==> src/hw/rtl/md5_pkg.sv <==
// Shared types, constants and round tables for the MD5 stream hasher.
package md5_pkg;

    // MD5 initial chaining words A, B, C, D
    localparam logic [31:0] IV_A = 32'h67452301;
    localparam logic [31:0] IV_B = 32'hefcdab89;
    localparam logic [31:0] IV_C = 32'h98badcfe;
    localparam logic [31:0] IV_D = 32'h10325476;

    localparam logic [7:0] PAD_BYTE = 8'h80;

    // Word slot in a block where the 64-bit length starts (byte 56)
    localparam logic [3:0] LEN_WORD_IDX = 4'd14;
    localparam logic [3:0] LAST_WORD_IDX = 4'd15;

    // Default depth of the word queue between front and back
    localparam int QUEUE_DEPTH_DEF = 4;

    // One 32-bit message word on its way to the compression engine
    typedef struct packed {
        logic [31:0] word;
        logic        blk_end;   // last word of a 64-byte block
        logic        msg_end;   // last word of the final padded block
    } t_qword;

    typedef enum logic [2:0] {
        F_IN,
        F_PAD_FIRST,
        F_PAD_ZERO,
        F_LEN_LO,
        F_LEN_HI
    } t_front_state;

    typedef enum logic [1:0] {
        B_LOAD,
        B_ROUND,
        B_ADD,
        B_OUT
    } t_back_state;

    // Message word index used by a round
    function automatic logic [3:0] msg_idx(input logic [5:0] r);
        logic [3:0] rl;
        logic [3:0] res;
        rl = r[3:0];
        case (r[5:4])
            2'd0:    res = rl;
            2'd1:    res = rl * 4'd5 + 4'd1;
            2'd2:    res = rl * 4'd3 + 4'd5;
            default: res = rl * 4'd7;
        endcase
        return res;
    endfunction

    // Left-rotate amount of a round
    function automatic logic [4:0] rot_amt(input logic [5:0] r);
        logic [4:0] res;
        case ({r[5:4], r[1:0]})
            4'd0:    res = 5'd7;
            4'd1:    res = 5'd12;
            4'd2:    res = 5'd17;
            4'd3:    res = 5'd22;
            4'd4:    res = 5'd5;
            4'd5:    res = 5'd9;
            4'd6:    res = 5'd14;
            4'd7:    res = 5'd20;
            4'd8:    res = 5'd4;
            4'd9:    res = 5'd11;
            4'd10:   res = 5'd16;
            4'd11:   res = 5'd23;
            4'd12:   res = 5'd6;
            4'd13:   res = 5'd10;
            4'd14:   res = 5'd15;
            default: res = 5'd21;
        endcase
        return res;
    endfunction

    // Additive constant of a round
    function automatic logic [31:0] round_k(input logic [5:0] r);
        logic [31:0] res;
        case (r)
            6'd0:  res = 32'hd76aa478;  6'd1:  res = 32'he8c7b756;
            6'd2:  res = 32'h242070db;  6'd3:  res = 32'hc1bdceee;
            6'd4:  res = 32'hf57c0faf;  6'd5:  res = 32'h4787c62a;
            6'd6:  res = 32'ha8304613;  6'd7:  res = 32'hfd469501;
            6'd8:  res = 32'h698098d8;  6'd9:  res = 32'h8b44f7af;
            6'd10: res = 32'hffff5bb1;  6'd11: res = 32'h895cd7be;
            6'd12: res = 32'h6b901122;  6'd13: res = 32'hfd987193;
            6'd14: res = 32'ha679438e;  6'd15: res = 32'h49b40821;
            6'd16: res = 32'hf61e2562;  6'd17: res = 32'hc040b340;
            6'd18: res = 32'h265e5a51;  6'd19: res = 32'he9b6c7aa;
            6'd20: res = 32'hd62f105d;  6'd21: res = 32'h02441453;
            6'd22: res = 32'hd8a1e681;  6'd23: res = 32'he7d3fbc8;
            6'd24: res = 32'h21e1cde6;  6'd25: res = 32'hc33707d6;
            6'd26: res = 32'hf4d50d87;  6'd27: res = 32'h455a14ed;
            6'd28: res = 32'ha9e3e905;  6'd29: res = 32'hfcefa3f8;
            6'd30: res = 32'h676f02d9;  6'd31: res = 32'h8d2a4c8a;
            6'd32: res = 32'hfffa3942;  6'd33: res = 32'h8771f681;
            6'd34: res = 32'h6d9d6122;  6'd35: res = 32'hfde5380c;
            6'd36: res = 32'ha4beea44;  6'd37: res = 32'h4bdecfa9;
            6'd38: res = 32'hf6bb4b60;  6'd39: res = 32'hbebfbc70;
            6'd40: res = 32'h289b7ec6;  6'd41: res = 32'heaa127fa;
            6'd42: res = 32'hd4ef3085;  6'd43: res = 32'h04881d05;
            6'd44: res = 32'hd9d4d039;  6'd45: res = 32'he6db99e5;
            6'd46: res = 32'h1fa27cf8;  6'd47: res = 32'hc4ac5665;
            6'd48: res = 32'hf4292244;  6'd49: res = 32'h432aff97;
            6'd50: res = 32'hab9423a7;  6'd51: res = 32'hfc93a039;
            6'd52: res = 32'h655b59c3;  6'd53: res = 32'h8f0ccc92;
            6'd54: res = 32'hffeff47d;  6'd55: res = 32'h85845dd1;
            6'd56: res = 32'h6fa87e4f;  6'd57: res = 32'hfe2ce6e0;
            6'd58: res = 32'ha3014314;  6'd59: res = 32'h4e0811a1;
            6'd60: res = 32'hf7537e82;  6'd61: res = 32'hbd3af235;
            6'd62: res = 32'h2ad7d2bb;  default: res = 32'heb86d391;
        endcase
        return res;
    endfunction

endpackage

==> src/hw/rtl/md5_front.sv <==
// Byte packer and padding generator: turns message bytes into block words.
module md5_front (
    input  logic            i_clk,
    input  logic            i_rst_n,
    input  logic            i_valid,
    output logic            o_ready,
    input  logic [7:0]      i_data_byte,
    input  logic            i_has_byte,
    input  logic            i_eom,
    output logic            o_push_valid,
    output md5_pkg::t_qword o_push_data,
    input  logic            i_push_ready
);
    import md5_pkg::*;

    t_front_state r_state, n_state;
    logic [5:0]   r_fill, n_fill;
    logic [60:0]  r_total, n_total;
    logic [31:0]  r_word, n_word;

    logic [1:0]  lane;
    logic [3:0]  wi;
    logic [3:0]  wi_next;
    logic [31:0] pad_word;
    logic        accept;

    assign lane    = r_fill[1:0];
    assign wi      = r_fill[5:2];
    assign wi_next = wi + 4'd1;

    // Build the word that carries the 0x80 marker after the held bytes
    always_comb begin
        for (int l = 0; l < 4; l++) begin
            if (2'(l) < lane) begin
                pad_word[8*l +: 8] = r_word[8*l +: 8];
            end else if (2'(l) == lane) begin
                pad_word[8*l +: 8] = PAD_BYTE;
            end else begin
                pad_word[8*l +: 8] = 8'h00;
            end
        end
    end

    assign accept = i_valid && o_ready;

    // Next state, byte packing and padding sequence
    always_comb begin
        n_state      = r_state;
        n_fill       = r_fill;
        n_total      = r_total;
        n_word       = r_word;
        o_ready      = 1'b0;
        o_push_valid = 1'b0;
        o_push_data  = '{word: 32'h0, blk_end: 1'b0, msg_end: 1'b0};
        case (r_state)
            F_IN: begin
                o_ready = i_push_ready;
                if (accept && i_has_byte) begin
                    n_word[{lane, 3'b000} +: 8] = i_data_byte;
                    n_fill  = r_fill + 6'd1;
                    n_total = r_total + 61'd1;
                    if (lane == 2'd3) begin
                        o_push_valid        = 1'b1;
                        o_push_data.word    = {i_data_byte, r_word[23:0]};
                        o_push_data.blk_end = (wi == LAST_WORD_IDX);
                    end
                end
                if (accept && i_eom) begin
                    n_state = F_PAD_FIRST;
                end
            end
            F_PAD_FIRST: begin
                o_push_valid        = 1'b1;
                o_push_data.word    = pad_word;
                o_push_data.blk_end = (wi == LAST_WORD_IDX);
                if (i_push_ready) begin
                    n_fill  = {wi_next, 2'b00};
                    n_state = (wi_next == LEN_WORD_IDX) ? F_LEN_LO : F_PAD_ZERO;
                end
            end
            F_PAD_ZERO: begin
                o_push_valid        = 1'b1;
                o_push_data.blk_end = (wi == LAST_WORD_IDX);
                if (i_push_ready) begin
                    n_fill = {wi_next, 2'b00};
                    if (wi_next == LEN_WORD_IDX) begin
                        n_state = F_LEN_LO;
                    end
                end
            end
            F_LEN_LO: begin
                o_push_valid     = 1'b1;
                o_push_data.word = {r_total[28:0], 3'b000};
                if (i_push_ready) begin
                    n_fill  = {wi_next, 2'b00};
                    n_state = F_LEN_HI;
                end
            end
            F_LEN_HI: begin
                o_push_valid        = 1'b1;
                o_push_data.word    = r_total[60:29];
                o_push_data.blk_end = 1'b1;
                o_push_data.msg_end = 1'b1;
                if (i_push_ready) begin
                    n_fill  = 6'd0;
                    n_total = 61'd0;
                    n_state = F_IN;
                end
            end
            default: begin
                n_state = F_IN;
            end
        endcase
    end

    // Hold control state
    always_ff @(posedge i_clk) begin
        if (!i_rst_n) begin
            r_state <= F_IN;
            r_fill  <= 6'd0;
            r_total <= 61'd0;
        end else begin
            r_state <= n_state;
            r_fill  <= n_fill;
            r_total <= n_total;
        end
    end

    // Hold partial word
    always_ff @(posedge i_clk) begin
        r_word <= n_word;
    end

endmodule

==> src/hw/rtl/md5_queue.sv <==
// Small word queue between the byte packer and the compression engine.
module md5_queue #(
    parameter int DEPTH = md5_pkg::QUEUE_DEPTH_DEF
) (
    input  logic            i_clk,
    input  logic            i_rst_n,
    input  logic            i_push_valid,
    output logic            o_push_ready,
    input  md5_pkg::t_qword i_push_data,
    output logic            o_pop_valid,
    input  logic            i_pop_ready,
    output md5_pkg::t_qword o_pop_data
);
    import md5_pkg::*;

    localparam int PW = (DEPTH > 1) ? $clog2(DEPTH) : 1;
    localparam int CW = $clog2(DEPTH + 1);

    t_qword        r_mem [DEPTH];
    logic [PW-1:0] r_wr, n_wr;
    logic [PW-1:0] r_rd, n_rd;
    logic [CW-1:0] r_cnt, n_cnt;
    logic          push;
    logic          pop;

    assign o_push_ready = (r_cnt != CW'(DEPTH));
    assign o_pop_valid  = (r_cnt != '0);
    assign o_pop_data   = r_mem[r_rd];
    assign push         = i_push_valid && o_push_ready;
    assign pop          = o_pop_valid && i_pop_ready;

    // Advance pointers and count
    always_comb begin
        n_wr  = r_wr;
        n_rd  = r_rd;
        n_cnt = r_cnt;
        if (push) begin
            n_wr = (r_wr == PW'(DEPTH - 1)) ? '0 : r_wr + PW'(1);
        end
        if (pop) begin
            n_rd = (r_rd == PW'(DEPTH - 1)) ? '0 : r_rd + PW'(1);
        end
        if (push && !pop) begin
            n_cnt = r_cnt + CW'(1);
        end else if (pop && !push) begin
            n_cnt = r_cnt - CW'(1);
        end
    end

    always_ff @(posedge i_clk) begin
        if (!i_rst_n) begin
            r_wr  <= '0;
            r_rd  <= '0;
            r_cnt <= '0;
        end else begin
            r_wr  <= n_wr;
            r_rd  <= n_rd;
            r_cnt <= n_cnt;
        end
    end

    // Store pushed item
    always_ff @(posedge i_clk) begin
        if (push) begin
            r_mem[r_wr] <= i_push_data;
        end
    end

endmodule

==> src/hw/rtl/md5_back.sv <==
// MD5 compression engine: loads block words, runs 64 rounds, emits the digest.
module md5_back (
    input  logic            i_clk,
    input  logic            i_rst_n,
    input  logic            i_pop_valid,
    output logic            o_pop_ready,
    input  md5_pkg::t_qword i_pop_data,
    output logic            o_out_valid,
    input  logic            i_out_ready,
    output logic [31:0]     o_digest_word,
    output logic [1:0]      o_word_index,
    output logic            o_last_word
);
    import md5_pkg::*;

    t_back_state r_state, n_state;
    logic [31:0] r_w [16];
    logic [3:0]  r_wi, n_wi;
    logic [5:0]  r_round, n_round;
    logic [31:0] r_a, r_b, r_c, r_d;
    logic [31:0] n_a, n_b, n_c, n_d;
    logic [31:0] r_chain [4];
    logic [31:0] n_chain [4];
    logic        r_msg_end, n_msg_end;
    logic [1:0]  r_oi, n_oi;
    logic        load_word;

    logic [31:0] mix;
    logic [31:0] t_sum;
    logic [63:0] rot_dbl;
    logic [31:0] b_new;

    // One MD5 round on the working registers
    always_comb begin
        case (r_round[5:4])
            2'd0:    mix = (r_b & r_c) | (~r_b & r_d);
            2'd1:    mix = (r_d & r_b) | (~r_d & r_c);
            2'd2:    mix = r_b ^ r_c ^ r_d;
            default: mix = r_c ^ (r_b | ~r_d);
        endcase
        t_sum   = mix + r_a + round_k(r_round) + r_w[msg_idx(r_round)];
        rot_dbl = {t_sum, t_sum} << rot_amt(r_round);
        b_new   = r_b + rot_dbl[63:32];
    end

    assign o_digest_word = r_chain[r_oi];
    assign o_word_index  = r_oi;
    assign o_last_word   = (r_oi == 2'd3);

    // Next state and sequencing
    always_comb begin
        n_state   = r_state;
        n_wi      = r_wi;
        n_round   = r_round;
        n_a       = r_a;
        n_b       = r_b;
        n_c       = r_c;
        n_d       = r_d;
        n_chain   = r_chain;
        n_msg_end = r_msg_end;
        n_oi      = r_oi;
        o_pop_ready = 1'b0;
        o_out_valid = 1'b0;
        load_word   = 1'b0;
        case (r_state)
            B_LOAD: begin
                o_pop_ready = 1'b1;
                if (i_pop_valid) begin
                    load_word = 1'b1;
                    n_wi      = r_wi + 4'd1;
                    if (i_pop_data.blk_end) begin
                        n_msg_end = i_pop_data.msg_end;
                        n_wi      = 4'd0;
                        n_round   = 6'd0;
                        n_a       = r_chain[0];
                        n_b       = r_chain[1];
                        n_c       = r_chain[2];
                        n_d       = r_chain[3];
                        n_state   = B_ROUND;
                    end
                end
            end
            B_ROUND: begin
                n_a     = r_d;
                n_d     = r_c;
                n_c     = r_b;
                n_b     = b_new;
                n_round = r_round + 6'd1;
                if (r_round == 6'd63) begin
                    n_state = B_ADD;
                end
            end
            B_ADD: begin
                n_chain[0] = r_chain[0] + r_a;
                n_chain[1] = r_chain[1] + r_b;
                n_chain[2] = r_chain[2] + r_c;
                n_chain[3] = r_chain[3] + r_d;
                n_oi       = 2'd0;
                n_state    = r_msg_end ? B_OUT : B_LOAD;
            end
            B_OUT: begin
                o_out_valid = 1'b1;
                if (i_out_ready) begin
                    n_oi = r_oi + 2'd1;
                    if (r_oi == 2'd3) begin
                        n_chain[0] = IV_A;
                        n_chain[1] = IV_B;
                        n_chain[2] = IV_C;
                        n_chain[3] = IV_D;
                        n_state    = B_LOAD;
                    end
                end
            end
            default: begin
                n_state = B_LOAD;
            end
        endcase
    end

    // Hold control state and chaining words
    always_ff @(posedge i_clk) begin
        if (!i_rst_n) begin
            r_state    <= B_LOAD;
            r_wi       <= 4'd0;
            r_round    <= 6'd0;
            r_msg_end  <= 1'b0;
            r_oi       <= 2'd0;
            r_chain[0] <= IV_A;
            r_chain[1] <= IV_B;
            r_chain[2] <= IV_C;
            r_chain[3] <= IV_D;
        end else begin
            r_state   <= n_state;
            r_wi      <= n_wi;
            r_round   <= n_round;
            r_msg_end <= n_msg_end;
            r_oi      <= n_oi;
            r_chain   <= n_chain;
        end
    end

    // Hold working registers and block words
    always_ff @(posedge i_clk) begin
        r_a <= n_a;
        r_b <= n_b;
        r_c <= n_c;
        r_d <= n_d;
        if (load_word) begin
            r_w[r_wi] <= i_pop_data.word;
        end
    end

endmodule

==> src/hw/rtl/md5_stream_hasher.sv <==
// Top level of the byte-stream MD5 hasher.
//
// Send the message one byte per item on the slave stream (tuser = 1 when
// tdata carries a byte) and mark its final item with tlast; a final item
// without a byte is allowed, which also hashes an empty message. Bytes are
// taken one per cycle while the word queue has room and no padding is being
// written. Each 64-byte block takes the loading of its words into the engine,
// the 64 rounds and the chaining add; the loading cannot overlap the rounds
// since both use the single block buffer. The default word queue holds
// four words. After the final item the front writes the padding and length
// words (filling out the last block, plus one more block when the length
// does not fit), then the digest leaves as four items, words A to D, each
// read low byte first, tlast on D. The next message may follow at once.
module md5_stream_hasher #(
    parameter int QUEUE_DEPTH = md5_pkg::QUEUE_DEPTH_DEF
) (
    input  logic        i_clk,
    input  logic        i_rst_n,
    input  logic        s_axis_tvalid,
    output logic        s_axis_tready,
    input  logic [7:0]  s_axis_tdata,   // [7:0] data_byte
    input  logic [0:0]  s_axis_tuser,   // [0] has_byte
    input  logic        s_axis_tlast,   // end_of_message
    output logic        m_axis_tvalid,
    input  logic        m_axis_tready,
    output logic [31:0] m_axis_tdata,   // [31:0] digest_word
    output logic [1:0]  m_axis_tuser,   // [1:0] word_index
    output logic        m_axis_tlast    // last_word
);
    import md5_pkg::*;

    logic   push_valid;
    logic   push_ready;
    t_qword push_data;
    logic   pop_valid;
    logic   pop_ready;
    t_qword pop_data;

    md5_front u_front (
        .i_clk        (i_clk),
        .i_rst_n      (i_rst_n),
        .i_valid      (s_axis_tvalid),
        .o_ready      (s_axis_tready),
        .i_data_byte  (s_axis_tdata),
        .i_has_byte   (s_axis_tuser[0]),
        .i_eom        (s_axis_tlast),
        .o_push_valid (push_valid),
        .o_push_data  (push_data),
        .i_push_ready (push_ready)
    );

    md5_queue #(
        .DEPTH (QUEUE_DEPTH)
    ) u_queue (
        .i_clk        (i_clk),
        .i_rst_n      (i_rst_n),
        .i_push_valid (push_valid),
        .o_push_ready (push_ready),
        .i_push_data  (push_data),
        .o_pop_valid  (pop_valid),
        .i_pop_ready  (pop_ready),
        .o_pop_data   (pop_data)
    );

    md5_back u_back (
        .i_clk         (i_clk),
        .i_rst_n       (i_rst_n),
        .i_pop_valid   (pop_valid),
        .o_pop_ready   (pop_ready),
        .i_pop_data    (pop_data),
        .o_out_valid   (m_axis_tvalid),
        .i_out_ready   (m_axis_tready),
        .o_digest_word (m_axis_tdata),
        .o_word_index  (m_axis_tuser),
        .o_last_word   (m_axis_tlast)
    );

endmodule

==> config.mk <==
export PLATFORM = sky130hd
export DESIGN_NAME = md5_stream_hasher
export DESIGN_NICKNAME = d
export VERILOG_FILES = /design/src/hw/rtl/md5_pkg.sv /design/src/hw/rtl/md5_front.sv /design/src/hw/rtl/md5_queue.sv /design/src/hw/rtl/md5_back.sv /design/src/hw/rtl/md5_stream_hasher.sv
export SDC_FILE = /design/constraint.sdc
export NUM_CORES = 2
export LEC_CHECK = 0
export BUFFER_PORTS_ARGS = -buffer_cell sky130_fd_sc_hd__clkbuf_2
export CORE_MARGIN = 8
export CORE_UTILIZATION = 45
export CTS_CLUSTER_SIZE = 12
export DETAILED_ROUTE_END_ITERATION = 12
export REMOVE_ABC_BUFFERS = 1
export SYNTH_ARGS = -nofsm -noshare
export SYNTH_HDL_FRONTEND = slang
export SYNTH_SLANG_ARGS = --single-unit
export TNS_END_PERCENT = 50
==> constraint.sdc <==
create_clock -name i_clk -period 27.1 [get_ports i_clk]
set_clock_uncertainty 0.2 [all_clocks]
set_input_delay 2.71 -clock i_clk [delete_from_list [all_inputs] [get_ports i_clk]]
set_output_delay 2.71 -clock i_clk [all_outputs]
set_load 0.01 [all_outputs]
==> Word level (Yosys, flattened, before mapping) <==
Memories as Yosys holds them, arrays and structs flattened. A register that Yosys moved wholly into a read port is not among the register bits.
Cells that the tools add are included.
{ "word_totals": {"register_bits": 380, "input_bits": 14, "out_inout_bits": 37, "rom_bits": 2128, "n_memories": 4, "ram_bits": 648, "wordCells": 218} }
{ "memory_table": {"columns": ["memory", "words", "word_bits", "rd", "rd_clocked_by_memory_dff", "wr", "line", "source"], "rows": [
  ["(name not given)", 64, 32, 1, 1, 0, "md5_pkg.sv:82", "case (r)"],
  ["u_back.r_w", 16, 32, 1, 0, 1, "md5_back.sv:17", "logic [31:0] r_w [16];"],
  ["u_queue.r_mem", 4, 34, 1, 1, 1, "md5_queue.sv:19", "t_qword r_mem [DEPTH];"],
  ["(name not given)", 16, 5, 1, 1, 0, "md5_pkg.sv:58", "case ({r[5:4], r[1:0]})"]
]} }
{ "classes": {"add_sub_neg": 21, "n_mul": 3, "bitwise": 13, "reduce_logical": 32, "magnitude_cmp": 5, "shift": 3, "eq_ne": 33, "n_mux": 84} }
{ "ops": {"columns": ["operator", "count"], "rows": [
  ["32-bit 2-to-1 mux", 10],
  ["32-bit adder", 8],
  ["128-bit 2-to-1 mux", 2],
  ["128-bit case mux with 2 select lines", 1],
  ["32-bit case mux with 2 select lines", 4],
  ["32-bit AND", 4],
  ["32-bit case mux with 4 select lines", 1],
  ["61-bit 2-to-1 mux", 2],
  ["61-bit case mux with 2 select lines", 1],
  ["32-bit OR", 3],
  ["32-bit case mux with 3 select lines", 1],
  ["32-bit XOR", 3],
  ["33-bit 2-to-1 mux", 2],
  ["32-bit binary-select mux with 2-bit select", 1],
  ["8-bit 2-to-1 mux", 8],
  ["32-bit NOT", 2],
  ["64-bit by 5-bit left shift with 64-bit output", 1],
  ["61-bit by 1-bit adder with 61-bit output (second input constant)", 1],
  ["6-bit 2-to-1 mux", 7],
  ["32-bit bitwise mux", 1],
  ["8-bit by 7-bit variable shift with 32-bit output (first input constant)", 1],
  ["8-bit by 7-bit indexed part select with 32-bit output", 1],
  ["3-bit 2-to-1 mux", 8],
  ["2-bit 2-to-1 mux", 11],
  ["49 further kinds", 110]
]} }

==> Logic depth before layout (Yosys ltp) <==
{ "logic_depth": {"ltp_word": 11, "mapped_depth": 42, "depth_no_buf": 40} }

==> Hierarchy <==
Synthesis repeated with hierarchy kept, for this count alone.
{ "hier_totals": {"hier_cells": 5528, "hier_area_um2": 59982.5} }
{ "modules_own_cells": {"columns": ["mod", "area_per_inst_um2", "cells_per_inst", "instances", "seq_area_each_um2"], "rows": [
  ["md5_back", 49407.4, 4696, 1, 22821.9],
  ["md5_queue", 5385.2, 229, 1, 4264.1],
  ["md5_front", 5190.0, 603, 1, 2122.0]
]} }

==> Worst setup path after synthesis <==
Ideal clock, no wire load.
{ "synth_timing": {"path_kind": "reg2reg", "startpoint": "reg u_back.r_round[0]", "endpoint": "reg u_back.r_b[30] (data pin)", "required_time_ns": 26.635, "path_slack_ns": 17.080, "n_path_buf": 4, "t_arrival_ns": 9.555, "setup_time_ns": 0.265, "stages_incl_launch_ff": 43, "synth_period_minus_slack_ns": 10.020, "cell_sequence": "dfxtp_1 -> inv_1 -> fa_1 -> inv_1 -> ha_1 -> inv_1 -> mux4_2 -> buf_2 -> buf_6 -> clkbuf_1 -> clkbuf_1 -> a211oi_1 -> a21oi_1 -> fa_1 -> inv_1 -> fa_1 -> inv_1 -> ha_1 -> [... 7 more ...] -> mux4_2 -> mux2i_1 -> o21ai_0 -> a31oi_1 -> mux2i_1 -> ha_1 -> fa_1 -> a21o_1 -> a211oi_1 -> o31ai_1 -> nand4_1 -> nand3_1 -> a311oi_1 -> nor2b_1 -> or4_1 -> a31oi_1 -> xor2_1 -> o21ai_1"} }
{ "synth_between": {"elab_chain_cells": 8, "elab_cells_between_ends": 11, "classes_between": "add/sub: 4; mul: 3; shift: 1; mux: 2; memory: 1"} }
{ "synth_lines": {"columns": ["element", "line", "source"], "rows": [
  ["from (decl)", "md5_back.sv:19", "logic [5:0] r_round, n_round;"],
  ["from (signal assigned)", "md5_back.sv:135", "r_round <= n_round;"],
  ["4-bit by 2-bit multiplier with 4-bit output or 4-bit by 3-bit multiplier with 4-bit output (tied branches)", "md5_pkg.sv:49, md5_pkg.sv:48", null],
  ["4-bit by 3-bit adder with 4-bit output or 4-bit by 1-bit adder with 4-bit output (tied branches)", "md5_pkg.sv:49, md5_pkg.sv:48", null],
  ["4-bit case mux with 3 select lines (*)", "md5_pkg.sv:46", "case (r[5:4])"],
  ["memory 16 x 32 bit (*)", null, null],
  ["32-bit adder (*)", "md5_back.sv:41", "t_sum = mix + r_a + round_k(r_round) + r_w[msg_idx(r_round)];"],
  ["64-bit by 5-bit left shift with 64-bit output (*)", "md5_back.sv:42", "rot_dbl = {t_sum, t_sum} << rot_amt(r_round);"],
  ["32-bit adder (*)", "md5_back.sv:43", "b_new = r_b + rot_dbl[63:32];"],
  ["32-bit case mux with 2 select lines (*)", "md5_back.sv:65", "case (r_state)"],
  ["net u_back.n_b[30]", "md5_back.sv:21", "logic [31:0] n_a, n_b, n_c, n_d;"],
  ["to (signal assigned)", "md5_back.sv:145", "r_b <= n_b;"],
  ["to (decl)", "md5_back.sv:20", "logic [31:0] r_a, r_b, r_c, r_d;"]
]} }
Mark *: on every way through the listed nets, which the timed path passes. The rest lies on a longest branch.
A chain may end at the register's enable or synchronous reset.

==> Worst setup path in the final report <==
{ "layout_timing": {"startpoint": "reg u_back.r_round[1]", "endpoint": "reg u_back.r_b[23] (data pin)"} }
The elaborated chain is that of the path after synthesis.

==> metrics <==
drt first pass iters=8; CTS Buffer Depth=3; post-CTS resize count=0; Iter 0 DRT Violations=4,999; FFs w/ async S/R, synth=0%; crit path from=u_back.r_round[1]; fraction of synthesized cell area taken by the top area cell type=39.7%; Yosys top cell by area=edfxtp_1; Crit Path Category=register to register; Max Cap Viol=0; HP Class=register to register; CTS Root Cell=clkbuf_16; final core utilization=49.6%; GRT overflow=0; first-pass GRT wire length=272,000 um; clk slew on worst S/H paths=0.06 ns; width of the die=383 um; routability congestion estimate=0.926; CTS tree=yes; most frequent CP cell=o21ai_0; fillcell total=12,200; Main synth FF type=edfxtp_1; Req. time, crit path=27.32 ns; post-synth cell types=106; Hold Buf Count CTS=0; Post-synth EDFFs=800; top post-synthesis cells by area=edfxtp_1, dfxtp_1, ha_1, nand2_1, a21oi_1; CORE AREA=133,000 sq um; Achievable Freq=79.5 MHz; die area=146,000 sq um; highest-delay cell along the critical path=buf_4; Rows=134; synthesized area per cell=10.5 sq um; synthesized flop and latch total=1,059; Ys Warns=0; Slew Viols, Final=0; Total Routed Length=181,000 um; Crit. End Element=register; RR Startpoint=u_back.r_round[1]; CTS buffer count=115; Gate Count Post-Synth=5,741; initial antenna violation count=5; Die Ht=383 um; RSZ-0062 raised after global routing=no; num ports=51; Initial Util=45.3%; setup violators final=0; final hold slack=0.293 ns; startpoint type of the worst setup path=register; Final HPWL DP=121,000 um; Tcrit/Tclk final=46.4%; CTS Sinks=1,059; register area share after synthesis=48.3%; total track usage=23.8%; vias in the first global route=42,800; nets=5,980; pin count of the biggest net entering global routing=97; layout cells sized above 1=8.89%; Final ANT Viol Nets=0; # DRC=0; synthesis-to-finish area growth=9.34%; average via count per standard cell=6.03; crit path max fanout=96; largest stage delay on the critical path=0.91 ns; final hold vios=0; Vias=45,400; min-delay src=u_queue.r_rd[1]; Slew headroom=13.5%; IO buf count=50; routed wire length per instance=24.0 um; CTS H-Tree Depth=3; critical path arrival=12.80 ns; area of the mapped netlist=60,500 sq um; Slew @ Worst Pin=1.29 ns; Post-CTS Setup Bufs=0; Clock Latency Late Sink=0.76 ns; outcome=complete, no violations; post-layout min period=12.58 ns
-- cell families after synthesis --
family | synth area share [%]
buffers and inverters | 4.03
adder cells (fa/ha/maj) | 7.68
multiplexers | 6.80
AND/OR/NAND/NOR | 12.2
flip-flops | 48.3
XOR/XNOR | 3.77
AO/OA/AOI/OAI | 17.2
-- cells in the mapped netlist (all sizes together) (29+ instances only) --
master	number
o21a	33
mux2	29
a21o	68
and2	180
clkbuf	257
mux2i	188
or3	30
mux4	84
and3	32
a31oi	64
a211oi	260
fa	70
nor3	65
o22ai	63
nor2	317
o21ai	285
edfxtp	800
maj3	32
xor2	131
o22a	36
ha	234
dfxtp	259
a22oi	43
nand2b	34
buf	76
inv	299
o211ai	42
a21oi	441
nand2	630
xnor2	126
o221a	33
nor2b	74
nand3	111
-- layout by cell type (no fill, tap or decap), types with 33 or more instances in the layout --
cell and n:
clkbuf_2 49, mux2i_1 187, xnor2_1 124, nor3_1 59, xor2_1 130, mux4_2 83
nand2_1 623, a21o_1 68, nor2_1 303, o22a_1 36, o22ai_1 63, inv_1 292
o211ai_1 42, nand3_1 111, buf_4 88, a31oi_1 64, a21oi_1 436, nand2b_1 34
dfxtp_1 253, o21ai_0 272, o221a_2 33, fa_1 70, a22oi_1 43, nor2b_1 72
ha_1 234, clkbuf_16 116, a211oi_1 258, and2_1 174, clkbuf_1 41, edfxtp_1 800
-- layer usage --
layer,vias to the layer above,track usage (%),share of wire [%]
met4,0,5.48,2.3
met1,22400,35.2,46
met2,1585,36.5,44
li1,21200,-,-
met5,-,0,0
met3,264,4.14,7.4
-- per-stage QoR --
stage               setup TNS, ns  instance area [sq um]  worst slack [ns]  instances
detailed placement              0                  62500             14.70       7313
global route                    0                  66100             13.71       7525
global placement                0                  62500             14.84       7313
CTS                             0                  66100             14.64       7525
floorplan                 -158.15                  59200             -5.94       5408
finish                          0                  66200             14.52       7527
-- critical path, delay by kind of cell (launching register included) --
family	cells	cell delay (ns)
fa+ha+maj	5	2.35
buf+inv	6	2.62
mux	1	0.30
xor+xnor	2	0.49
flops	1	0.40
simple gates	4	0.76
compound gates	21	4.95
-- path summary, 6_finish.rpt --
check | depth (start not counted) | slack [ns] | to
max | 39 | 14.52 | u_back.r_b[23]
min | 2 | 0.29 | register
min reg2reg | 2 | 0.29 | register
max reg2reg | 39 | 14.52 | u_back.r_b[23]
-- flip-flops by register name, summed over array words and instances, names as in the netlist, named ones only --
signal / count
u_back.o_word_index: 2
u_back.r_a: 32
u_back.r_b: 32
u_back.r_c: 32
u_back.r_chain: 128
u_back.r_d: 32
u_back.r_msg_end: 1
u_back.r_round: 6
u_back.r_state: 2
u_back.r_w: 512
u_back.r_wi: 4
u_front.r_fill: 6
u_front.r_state: 3
u_front.r_total: 61
u_front.r_word: 24
u_queue.r_cnt: 3
u_queue.r_mem: 136
u_queue.r_rd: 2
u_queue.r_wr: 2
-- final cells by class --
type                            instances  area, sq um  area share, %
Timing Repair Buffer                  137          906           1.37
Tap cell                             1768         2210           3.34
Sequential cell                      1059        29200           44.2
Inverter                              300         1130           1.71
Clock inverter                         52          518          0.783
Clock buffer                          160         3100           4.68
Antenna cell                            2         5.00        0.00757
Multi-Input combinational cell       4049        29100           43.9
Power is left out: the tool's default activity adds up to more than one toggle a clock period on the data nets, which glitch-free logic cannot reach.
